<file path="config.mk">
export PLATFORM = sky130hd
export DESIGN_NAME = length_prefixed_packet_fifo
export DESIGN_NICKNAME = d
export VERILOG_FILES = /design/src/rtl/core/lpf_pkg.sv /design/src/rtl/core/lpf_store.sv /design/src/rtl/core/lpf_front.sv /design/src/rtl/core/lpf_queue.sv /design/src/rtl/core/lpf_back.sv /design/src/rtl/core/length_prefixed_packet_fifo.sv
export SDC_FILE = /design/constraint.sdc
export NUM_CORES = 2
export LEC_CHECK = 0
export BUFFER_PORTS_ARGS = -buffer_cell sky130_fd_sc_hd__buf_2
export CAP_MARGIN = 30
export CORE_MARGIN = 2
export CORE_UTILIZATION = 55
export DETAILED_ROUTE_END_ITERATION = 8
export PLACE_DENSITY = 0.73
export SLEW_MARGIN = 20
export SYNTH_ARGS = -nofsm -noshare
export SYNTH_HDL_FRONTEND = slang
export SYNTH_SLANG_ARGS = --single-unit
</file>
<file path="constraint.sdc">
create_clock -name i_clk -period 10.85 [get_ports i_clk]
set_input_delay 0.5425 -clock i_clk [delete_from_list [all_inputs] [get_ports i_clk]]
set_output_delay 0.5425 -clock i_clk [all_outputs]
set_load 0.03 [all_outputs]
</file>
<file path="src/rtl/core/lpf_pkg.sv">
// Shared types, constants and ring helpers for the length-prefixed packet FIFO.
// No dependencies; every other file of the block imports this package.
package lpf_pkg;

    localparam int STORE_BYTES  = 256;
    localparam int MAX_TELEGRAM = 32;

    localparam int BYTE_W = 8;
    localparam int LEN_W  = 6;
    localparam int CMD_W  = 2;
    localparam int STAT_W = 3;

    localparam int ADDR_W     = $clog2(STORE_BYTES);
    localparam int USED_W     = $clog2(STORE_BYTES + 1);
    localparam int TLEN_W     = $clog2(MAX_TELEGRAM + 1);
    localparam int SUM_W      = $clog2(STORE_BYTES + (2 ** LEN_W) + 1);
    localparam int RING_WRAPS = (MAX_TELEGRAM + 1) / STORE_BYTES + 1;

    localparam int Q_DEPTH = 2;
    localparam int Q_W     = $clog2(Q_DEPTH);

    typedef enum logic [CMD_W-1:0] {
        CMD_BEGIN = 2'd0,
        CMD_PUSH  = 2'd1,
        CMD_POP   = 2'd2,
        CMD_NONE  = 2'd3
    } t_cmd;

    typedef enum logic [STAT_W-1:0] {
        ST_ACCEPTED  = 3'd0,
        ST_FULL      = 3'd1,
        ST_POP_OK    = 3'd2,
        ST_EMPTY     = 3'd3,
        ST_TOO_LARGE = 3'd4,
        ST_PROTOCOL  = 3'd5
    } t_status;

    typedef struct packed {
        t_cmd              command;
        logic [LEN_W-1:0]  telegram_length;
        logic [BYTE_W-1:0] data_byte;
        logic [BYTE_W-1:0] max_size;
    } t_in_item;

    typedef struct packed {
        t_status           status;
        logic [BYTE_W-1:0] out_byte;
        logic [LEN_W-1:0]  popped_length;
        logic              last;
    } t_out_item;

    typedef struct packed {
        t_status           status;
        logic              stream;
        logic [ADDR_W-1:0] start;
        logic [TLEN_W-1:0] tlen;
    } t_job;

    typedef struct packed {
        logic q_full;
        logic q_empty;
        logic back_busy;
    } t_hold;

    typedef struct packed {
        logic              we;
        logic [ADDR_W-1:0] addr;
        logic [BYTE_W-1:0] data;
    } t_wr_req;

    function automatic logic [ADDR_W-1:0] ring_next(input logic [ADDR_W-1:0] p);
        return (p == ADDR_W'(STORE_BYTES - 1)) ? '0 : p + 1'b1;
    endfunction

    function automatic logic [ADDR_W-1:0] ring_add(input logic [ADDR_W-1:0] p,
                                                   input logic [TLEN_W:0]   n);
        logic [SUM_W-1:0] s;
        s = SUM_W'(p) + SUM_W'(n);
        for (int k = 0; k < RING_WRAPS; k++) begin
            if (s >= SUM_W'(STORE_BYTES)) begin
                s = s - SUM_W'(STORE_BYTES);
            end
        end
        return s[ADDR_W-1:0];
    endfunction

endpackage

</file>
<file path="src/rtl/core/lpf_store.sv">
// Byte store of the packet FIFO: one write port, two registered read ports.
// Depends on lpf_pkg.
module lpf_store (
    input  logic                         i_clk,
    input  lpf_pkg::t_wr_req             i_wr,
    input  logic                         i_ra_en,
    input  logic [lpf_pkg::ADDR_W-1:0]   i_ra_addr,
    output logic [lpf_pkg::BYTE_W-1:0]   o_ra_data,
    input  logic                         i_rb_en,
    input  logic [lpf_pkg::ADDR_W-1:0]   i_rb_addr,
    output logic [lpf_pkg::BYTE_W-1:0]   o_rb_data
);
    import lpf_pkg::*;

    logic [BYTE_W-1:0] r_mem [STORE_BYTES];

    always_ff @(posedge i_clk) begin
        if (i_wr.we) begin
            r_mem[i_wr.addr] <= i_wr.data;
        end
    end

    always_ff @(posedge i_clk) begin
        if (i_ra_en) begin
            o_ra_data <= r_mem[i_ra_addr];
        end
    end

    always_ff @(posedge i_clk) begin
        if (i_rb_en) begin
            o_rb_data <= r_mem[i_rb_addr];
        end
    end

endmodule

</file>
<file path="src/rtl/core/lpf_front.sv">
// Front part: accepts commands, keeps ring pointers and byte accounting,
// writes the store and queues one job per result-producing command. Uses lpf_pkg.
module lpf_front (
    input  logic                         i_clk,
    input  logic                         i_rst_n,
    input  logic                         i_in_valid,
    output logic                         o_in_stall,
    input  lpf_pkg::t_in_item            i_in_item,
    input  lpf_pkg::t_hold               i_hold,
    output lpf_pkg::t_job                o_job,
    output logic                         o_job_push,
    output lpf_pkg::t_wr_req             o_wr,
    output logic                         o_ra_en,
    output logic [lpf_pkg::ADDR_W-1:0]   o_ra_addr,
    input  logic [lpf_pkg::BYTE_W-1:0]   i_ra_data
);
    import lpf_pkg::*;

    typedef enum logic [1:0] {
        S_IDLE = 2'b01,
        S_LEN  = 2'b10
    } t_state;

    t_state             r_state, n_state;
    logic [ADDR_W-1:0]  r_rd, n_rd;
    logic [ADDR_W-1:0]  r_wp, n_wp;
    logic [ADDR_W-1:0]  r_ce, n_ce;
    logic [USED_W-1:0]  r_used, n_used;
    logic [LEN_W-1:0]   r_owed, n_owed;
    logic [BYTE_W-1:0]  r_max;

    logic               is_begin, is_push, is_pop;
    logic               accept, empty, fits;
    logic [SUM_W-1:0]   need;
    logic [TLEN_W-1:0]  tlen;
    logic [TLEN_W:0]    span;
    logic [ADDR_W-1:0]  wp_next;

    always_comb begin
        is_begin = (i_in_item.command == CMD_BEGIN);
        is_push  = (i_in_item.command == CMD_PUSH);
        is_pop   = (i_in_item.command == CMD_POP);

        o_in_stall = (r_state != S_IDLE)
                   || ((is_begin || is_pop) && i_hold.q_full)
                   || ((is_begin || is_push) && (!i_hold.q_empty || i_hold.back_busy));
        accept = i_in_valid && !o_in_stall;

        empty = (r_rd == r_ce) && ((r_owed != '0) || (r_used == '0));
        need  = SUM_W'(r_used) + SUM_W'(i_in_item.telegram_length) + SUM_W'(1);
        fits  = (SUM_W'(i_in_item.telegram_length) <= SUM_W'(MAX_TELEGRAM))
              && (need <= SUM_W'(STORE_BYTES));

        tlen = (i_ra_data > BYTE_W'(MAX_TELEGRAM)) ? TLEN_W'(MAX_TELEGRAM)
                                                   : i_ra_data[TLEN_W-1:0];
        span    = (TLEN_W + 1)'(tlen) + 1'b1;
        wp_next = ring_next(r_wp);

        n_state    = r_state;
        n_rd       = r_rd;
        n_wp       = r_wp;
        n_ce       = r_ce;
        n_used     = r_used;
        n_owed     = r_owed;
        o_job      = '0;
        o_job_push = 1'b0;
        o_wr.we    = 1'b0;
        o_wr.addr  = r_wp;
        o_wr.data  = i_in_item.data_byte;
        o_ra_en    = 1'b0;
        o_ra_addr  = r_rd;

        unique case (r_state)
            S_IDLE: begin
                if (accept) begin
                    unique case (i_in_item.command)
                        CMD_BEGIN: begin
                            o_job_push = 1'b1;
                            priority if (r_owed != '0) begin
                                o_job.status = ST_PROTOCOL;
                            end else if (!fits) begin
                                o_job.status = ST_FULL;
                            end else begin
                                o_job.status = ST_ACCEPTED;
                                o_wr.we   = 1'b1;
                                o_wr.data = BYTE_W'(i_in_item.telegram_length);
                                n_wp      = wp_next;
                                n_used    = r_used + USED_W'(i_in_item.telegram_length)
                                          + USED_W'(1);
                                n_owed    = i_in_item.telegram_length;
                                if (i_in_item.telegram_length == '0) begin
                                    n_ce = wp_next;
                                end
                            end
                        end
                        CMD_PUSH: begin
                            if (r_owed != '0) begin
                                o_wr.we = 1'b1;
                                n_wp    = wp_next;
                                n_owed  = r_owed - 1'b1;
                                if (r_owed == LEN_W'(1)) begin
                                    n_ce = wp_next;
                                end
                            end
                        end
                        CMD_POP: begin
                            if (empty) begin
                                o_job_push   = 1'b1;
                                o_job.status = ST_EMPTY;
                            end else begin
                                o_ra_en = 1'b1;
                                n_state = S_LEN;
                            end
                        end
                        default: begin
                        end
                    endcase
                end
            end
            S_LEN: begin
                if (!i_hold.q_full) begin
                    o_job_push = 1'b1;
                    n_rd       = ring_add(r_rd, span);
                    n_used     = (SUM_W'(r_used) >= SUM_W'(span))
                               ? r_used - USED_W'(span) : '0;
                    n_state    = S_IDLE;
                    priority if (BYTE_W'(tlen) > r_max) begin
                        o_job.status = ST_TOO_LARGE;
                        o_job.tlen   = tlen;
                    end else if (tlen == '0) begin
                        o_job.status = ST_POP_OK;
                    end else begin
                        o_job.status = ST_POP_OK;
                        o_job.stream = 1'b1;
                        o_job.start  = ring_next(r_rd);
                        o_job.tlen   = tlen;
                    end
                end
            end
            default: begin
                n_state = S_IDLE;
            end
        endcase
    end

    always_ff @(posedge i_clk) begin
        if (!i_rst_n) begin
            r_state <= S_IDLE;
            r_rd    <= '0;
            r_wp    <= '0;
            r_ce    <= '0;
            r_used  <= '0;
            r_owed  <= '0;
        end else begin
            r_state <= n_state;
            r_rd    <= n_rd;
            r_wp    <= n_wp;
            r_ce    <= n_ce;
            r_used  <= n_used;
            r_owed  <= n_owed;
        end
    end

    always_ff @(posedge i_clk) begin
        if (accept && is_pop) begin
            r_max <= i_in_item.max_size;
        end
    end

endmodule

</file>
<file path="src/rtl/core/lpf_queue.sv">
// Short job queue between the front and back parts of the packet FIFO.
// Depends on lpf_pkg.
module lpf_queue (
    input  logic           i_clk,
    input  logic           i_rst_n,
    input  logic           i_push,
    input  lpf_pkg::t_job  i_job,
    input  logic           i_pop,
    output lpf_pkg::t_job  o_head,
    output logic           o_full,
    output logic           o_empty
);
    import lpf_pkg::*;

    t_job             r_slot [Q_DEPTH];
    logic [Q_W-1:0]   r_wr, r_rd;
    logic [Q_W:0]     r_cnt;

    function automatic logic [Q_W-1:0] q_next(input logic [Q_W-1:0] p);
        return (p == Q_W'(Q_DEPTH - 1)) ? '0 : p + 1'b1;
    endfunction

    always_comb begin
        o_head  = r_slot[r_rd];
        o_full  = (r_cnt == (Q_W + 1)'(Q_DEPTH));
        o_empty = (r_cnt == '0);
    end

    always_ff @(posedge i_clk) begin
        if (!i_rst_n) begin
            r_wr  <= '0;
            r_rd  <= '0;
            r_cnt <= '0;
        end else begin
            if (i_push) begin
                r_slot[r_wr] <= i_job;
                r_wr         <= q_next(r_wr);
            end
            if (i_pop) begin
                r_rd <= q_next(r_rd);
            end
            if (i_push && !i_pop) begin
                r_cnt <= r_cnt + 1'b1;
            end else if (i_pop && !i_push) begin
                r_cnt <= r_cnt - 1'b1;
            end
        end
    end

endmodule

</file>
<file path="src/rtl/core/lpf_back.sv">
// Back part: takes jobs from the queue, streams telegram bytes from the store
// and drives the result channel through an output register. Uses lpf_pkg.
module lpf_back (
    input  logic                         i_clk,
    input  logic                         i_rst_n,
    input  lpf_pkg::t_job                i_job,
    input  logic                         i_q_empty,
    output logic                         o_pop,
    output logic                         o_busy,
    output logic                         o_rb_en,
    output logic [lpf_pkg::ADDR_W-1:0]   o_rb_addr,
    input  logic [lpf_pkg::BYTE_W-1:0]   i_rb_data,
    output logic                         o_out_valid,
    input  logic                         i_out_stall,
    output lpf_pkg::t_out_item           o_out_item
);
    import lpf_pkg::*;

    logic [ADDR_W-1:0]  r_addr;
    logic [TLEN_W-1:0]  r_rem;
    logic [TLEN_W-1:0]  r_len;
    logic               r_pend;
    logic               r_pend_last;
    logic               r_out_valid;
    t_out_item          r_out_item;

    logic               out_free, move, issue, take;

    always_comb begin
        out_free  = !r_out_valid || !i_out_stall;
        move      = r_pend && out_free;
        issue     = (r_rem != '0) && (!r_pend || move);
        take      = (r_rem == '0) && !r_pend && !i_q_empty && (i_job.stream || out_free);
        o_pop     = take;
        o_busy    = (r_rem != '0) || r_pend;
        o_rb_en   = issue;
        o_rb_addr = r_addr;
        o_out_valid = r_out_valid;
        o_out_item  = r_out_item;
    end

    always_ff @(posedge i_clk) begin
        if (!i_rst_n) begin
            r_out_valid <= 1'b0;
            r_rem       <= '0;
            r_pend      <= 1'b0;
        end else begin
            if (move) begin
                r_out_valid              <= 1'b1;
                r_out_item.status        <= ST_POP_OK;
                r_out_item.out_byte      <= i_rb_data;
                r_out_item.popped_length <= LEN_W'(r_len);
                r_out_item.last          <= r_pend_last;
            end else if (take && !i_job.stream) begin
                r_out_valid              <= 1'b1;
                r_out_item.status        <= i_job.status;
                r_out_item.out_byte      <= '0;
                r_out_item.popped_length <= LEN_W'(i_job.tlen);
                r_out_item.last          <= 1'b1;
            end else if (!i_out_stall) begin
                r_out_valid <= 1'b0;
            end

            if (issue) begin
                r_addr      <= ring_next(r_addr);
                r_rem       <= r_rem - 1'b1;
                r_pend      <= 1'b1;
                r_pend_last <= (r_rem == TLEN_W'(1));
            end else if (move) begin
                r_pend <= 1'b0;
            end

            if (take && i_job.stream) begin
                r_addr <= i_job.start;
                r_rem  <= i_job.tlen;
                r_len  <= i_job.tlen;
            end
        end
    end

endmodule

</file>
<file path="src/rtl/core/length_prefixed_packet_fifo.sv">
// Top level of the length-prefixed packet FIFO: front, job queue, back, byte store.
// Depends on lpf_pkg, lpf_store, lpf_front, lpf_queue, lpf_back.
//
// channel  dir  handshake                   payload
// in       in   i_in_valid / o_in_stall     lpf_pkg::t_in_item
// out      out  o_out_valid / i_out_stall   lpf_pkg::t_out_item
//
// begin_push, push_byte and an empty pop are finished by the front without leaving S_IDLE.
// begin_push and push_byte wait until the job queue is empty and no telegram is streaming.
// A pop of a telegram reads its length byte through store port A in S_IDLE and takes it in S_LEN;
// the back loads the start address, reads port B a byte ahead and streams one byte per unstalled cycle.
// Reset clears pointers, counts and the two-entry job queue; the store is not cleared.
// A stalled result holds the back part; pops keep being taken until the job queue fills.
module length_prefixed_packet_fifo (
    input  logic                i_clk,
    input  logic                i_rst_n,
    input  logic                i_in_valid,
    output logic                o_in_stall,
    input  lpf_pkg::t_in_item   i_in_item,
    output logic                o_out_valid,
    input  logic                i_out_stall,
    output lpf_pkg::t_out_item  o_out_item
);
    import lpf_pkg::*;

    t_hold              hold;
    t_job               job_in, job_head;
    logic               job_push, job_pop;
    logic               q_full, q_empty, back_busy;
    t_wr_req            wr;
    logic               ra_en, rb_en;
    logic [ADDR_W-1:0]  ra_addr, rb_addr;
    logic [BYTE_W-1:0]  ra_data, rb_data;

    always_comb begin
        hold.q_full    = q_full;
        hold.q_empty   = q_empty;
        hold.back_busy = back_busy;
    end

    lpf_front u_front (
        .i_clk      (i_clk),
        .i_rst_n    (i_rst_n),
        .i_in_valid (i_in_valid),
        .o_in_stall (o_in_stall),
        .i_in_item  (i_in_item),
        .i_hold     (hold),
        .o_job      (job_in),
        .o_job_push (job_push),
        .o_wr       (wr),
        .o_ra_en    (ra_en),
        .o_ra_addr  (ra_addr),
        .i_ra_data  (ra_data)
    );

    lpf_queue u_queue (
        .i_clk   (i_clk),
        .i_rst_n (i_rst_n),
        .i_push  (job_push),
        .i_job   (job_in),
        .i_pop   (job_pop),
        .o_head  (job_head),
        .o_full  (q_full),
        .o_empty (q_empty)
    );

    lpf_store u_store (
        .i_clk     (i_clk),
        .i_wr      (wr),
        .i_ra_en   (ra_en),
        .i_ra_addr (ra_addr),
        .o_ra_data (ra_data),
        .i_rb_en   (rb_en),
        .i_rb_addr (rb_addr),
        .o_rb_data (rb_data)
    );

    lpf_back u_back (
        .i_clk       (i_clk),
        .i_rst_n     (i_rst_n),
        .i_job       (job_head),
        .i_q_empty   (q_empty),
        .o_pop       (job_pop),
        .o_busy      (back_busy),
        .o_rb_en     (rb_en),
        .o_rb_addr   (rb_addr),
        .i_rb_data   (rb_data),
        .o_out_valid (o_out_valid),
        .i_out_stall (i_out_stall),
        .o_out_item  (o_out_item)
    );

endmodule

</file>
==> load_flow_metrics.sql <==
INSERT INTO impl_metrics (metric_group, metric, value, unit) VALUES
('synthesis', 'ys_seq_area_share', '63.1', '%'),
('sta', 'period_minus_slack', '5740', 'ps'),
('setup_path', 'cp_slowest_stage_delay', '760', 'ps'),
('synthesis', 'synth.distinct_cells', '85', ''),
('placed_design', 'dpl_cell_area', '0.106', 'mm2'),
('layout', 'number_of_nets_in_the_finished_design', '5641', ''),
('setup_path', 'worst_ep_required_time', '11400', 'ps'),
('setup_path', 'timing.critical_path.buf_inv', '6', ''),
('synthesis', 'synth-edff-count', '2141', ''),
('route', 'route.detailed.vias_per_inst', '7.48', ''),
('setup_path', 'cpMostUsedCell', 'buf_4', ''),
('power_and_ir_drop', 'p_per_area', '207', 'mW/mm2'),
('global_route', 'pin_count_of_the_biggest_net_entering_global_routing', '161', ''),
('synthesis', 'netlist_area_before_placement', '0.104', 'mm2'),
('layout', 'mostFrequentLayoutCells', 'edfxtp_1, mux4_2, mux2i_1, nor2_1, clkbuf_16', ''),
('global_route', 'first_global_vias', '58998', ''),
('setup_path', 'critPathMaxFanout', '65', ''),
('route', 'wl_per_cell', '37.5', 'um'),
('sta', 'final_min_period_over_clock_period', '52.9', '%'),
('clocking', 'maximum_level_of_the_cts_h_tree', '4', ''),
('floorplanning', 'std_cell_rows', '159', ''),
('sta', 'setup_total_negative_slack', '0', 'ps'),
('placed_design', 'dpl.hpwl', '192000', 'um'),
('sta', 'achievable-frequency', '174', 'MHz'),
('route', 'route.detailed.drc', '0', ''),
('layout', 'n_fill_cell', '13111', ''),
('route', 'drt_iter0_drc', '10695', ''),
('power_and_ir_drop', 'vdd_drop_max', '0.250', 'mV'),
('floorplanning', 'start_util', '55.2', '%'),
('route', 'vias', '61717', ''),
('synthesis', 'synth_flop_cell', 'edfxtp_1', ''),
('setup_path', 'crit_family', 'buffers and inverters', ''),
('sta', 'finalClockSkew', '29.7', 'ps'),
('sta', 'worstMarginPinSlew', '1040', 'ps'),
('layout', 'layout.cells.most_common', 'edfxtp_1', ''),
('route', 'routed_wirelength', '309000', 'um'),
('clocking', 'clock_tree.buffer_depth', '3', ''),
('setup_path', 'end_kind', 'register', ''),
('sta', 'setup_repair_after_global_routing_missed_its_margin', 'no', ''),
('min_path', 'hold_class', 'in -> reg', ''),
('synthesis', 'post_synth_inst_count', '5635', ''),
('floorplanning', 'coreArea', '0.187', 'mm2'),
('clocking', 'cts.sink_count', '2195', ''),
('global_route', 'grt_remaining_overflow', '0', ''),
('synthesis', 'synth_area_per_cell', '18.4', 'um2'),
('clocking', 'clkTransAtPathRegs', '70', 'ps'),
('setup_path', 'critical_path.cell_chain', 'inv_1 -> ha_1 -> inv_1 -> fa_1 -> a21o_2 -> a221oi_4 -> xnor2_1 -> a2111oi_4 -> a41oi_4 -> nor4_4 -> buf_4 -> nor2b_4 -> buf_4 -> buf_4 -> buf_4', ''),
('clocking', 'later_pin_clock_latency_in_the_skew_report', '880', 'ps'),
('sta', 'setup_viol', '0', ''),
('status', 'result_of_the_run', 'complete, no violations', ''),
('placed_design', 'io_buffers', '47', ''),
('sta', 'hold_viol_final', '0', ''),
('synthesis', 'ys_ff_latch', '2195', ''),
('sta', 'slew_viol_final', '0', ''),
('layout', 'synthToLayoutAreaGrowth', '9.56', '%'),
('clocking', 'cts-resized-gates', '0', ''),
('floorplanning', 'die-area', '0.192', 'mm2'),
('power_and_ir_drop', 'p_leak', '0.0348', 'uW'),
('layout', 'drive_gt1_share', '26.1', '%'),
('setup_path', 'critPathSlowestCell', 'buf_4', ''),
('setup_path', 'setup.worst_path.start_class', 'register', ''),
('floorplanning', 'die_y', '438', 'um'),
('synthesis', 'ys_async_sr_fraction', '0', '%'),
('layout', 'layout.area.seq', '0.0654', 'mm2'),
('route', 'drtAntennaViolNets', '0', ''),
('placed_design', 'gpl.final_weighted_congestion', '0.985', ''),
('global_route', 'grt_pass1_wl', '442000', 'um'),
('layout', 'multi_input_logic_area', '0.0364', 'mm2'),
('clocking', 'cts_root_buf', 'clkbuf_16', ''),
('run', 'timing.max_cap.violations', '0', ''),
('floorplanning', 'width_of_the_die', '438', 'um'),
('global_route', 'grt.total_usage', '32.3', '%'),
('clocking', 'cts_buffers', '214', ''),
('synthesis', 'synth.net_count', '5708', ''),
('clocking', 'cts_tree', 'yes', ''),
('global_route', 'grt_antenna_before_repair', '10', ''),
('layout', 'post-route-cell-area', '0.113', 'mm2'),
('setup_path', 'critPathKind', 'reg -> reg', ''),
('floorplanning', 'boundaryPins', '48', ''),
('setup_path', 'arrival_time_worst_endpoint', '6280', 'ps'),
('sta', 'timing.max_slew.rel_slack', '30.3', '%'),
('synthesis', 'synth_warnings', '0', ''),
('route', 'drt_pass1_iterations', '7', '');
-- layer usage --
metal | GRT usage (%) | routed length (um)
met1 | 46.4 | 112000
met2 | 47.9 | 141000
met3 | 8.65 | 43000
met4 | 12.2 | 14200
met5 | 0 | 52
-- where the power goes --
group,switching (uW),leakage (uW),internal (uW)
combinational,4120,0.0117,2250
clock,3220,0.00338,4260
sequential,98.0,0.0197,9480
-- kinds of logic after synthesis --
family	Yosys count	synth area share (%)
buf+inv	493	1.94
other cells	2	0.00725
flops	2195	63.1
simple gates	743	3.19
xor+xnor	46	0.389
mux	1472	26.2
fa+ha+maj	45	0.566
compound gates	639	4.52
-- per-stage QoR --
| step | util, % | setup slack (ps) | instances | hold WS (ps) | power [uW] |
|---|---|---|---|---|---|
| 3_3_place_gp | 56.7 | 4530 | 7830 | 457 | 15900 |
| 3_5_place_dp | 56.7 | 4430 | 7833 | 466 | 15900 |
| 6_report | 60.5 | 5110 | 8246 | 91.5 | 23400 |
| 2_1_floorplan | - | 690 | 5635 | 451 | 13700 |
| 4_1_cts | 60.5 | 4790 | 8235 | 53.6 | 23300 |
| 5_1_grt | 60.5 | 4930 | 8241 | 108 | 24000 |
-- repair_timing --
item	4_1_cts	5_1_grt
setup buffers	0	0
hold buffers	9	0
endpoints found under the hold margin	9	0
-- worst paths after layout --
path,startpoint,to,slack (ps),depth (start not counted)
worst min-delay path,i_in_item[20],u_front.r_owed[4]$_SDFFE_PN0P_,90,3
worst max register to register,u_front.r_used[0]$_SDFFE_PN0P_,u_store.r_mem[107][6]$_DFFE_PP_,5110,15
worst max-delay path,u_front.r_used[0]$_SDFFE_PN0P_,u_store.r_mem[107][6]$_DFFE_PP_,5110,15
worst min register to register,u_front.r_ce[4]$_SDFFE_PN0P_,u_front.r_ce[4]$_SDFFE_PN0P_,470,2
-- cells in the mapped netlist (20+ instances only) --
cell,number,share of area (%)
a211oi_1,82,0.59
a21oi_1,107,0.52
a22oi_1,43,0.31
and3_1,20,0.12
buf_1,102,0.37
buf_2,85,0.41
clkbuf_1,252,0.91
dfxtp_1,54,1.0
edfxtp_1,2141,62
ha_1,42,0.51
inv_1,47,0.17
mux2i_1,470,4.5
mux4_2,992,22
nand2_1,200,0.73
nand3_1,50,0.24
nor2_1,340,1.2
nor3_1,28,0.14
o21ai_0,30,0.15
o221ai_1,188,1.6
o22ai_1,105,0.63
xnor2_1,27,0.23
-- layout make-up --
type                       count  share of cell area, %
sequential                  2195                   57.7
clock inverter               120                   1.05
tap                         2495                   2.75
multi-input combinational   2947                   32.1
clock buffer                 273                   5.06
inverter                      47                  0.160
antenna                        6                 0.0132
timing repair buffer         163                   1.23
-- flip-flops by register name, summed over array words and instances, names as in the netlist, 6 cells and up, named ones only --
name	cells
u_back.o_out_item	18
u_back.o_rb_addr	8
u_back.r_len	6
u_back.r_rem	6
u_front.o_ra_addr	8
u_front.r_ce	8
u_front.r_max	8
u_front.r_owed	6
u_front.r_used	9
u_front.r_wp	8
u_queue.r_slot	36
u_store.o_ra_data	8
u_store.o_rb_data	8
u_store.r_mem	2048
-- worst register-to-register path: cells and delay by family, from the launching register on --
family | cells | cell delay, ps
compound gates | 4 | 1030
xor+xnor | 1 | 210
fa+ha+maj | 2 | 560
buf+inv | 6 | 2420
flops | 1 | 330
simple gates | 2 | 770
Power figures use the tool's default switching activity.
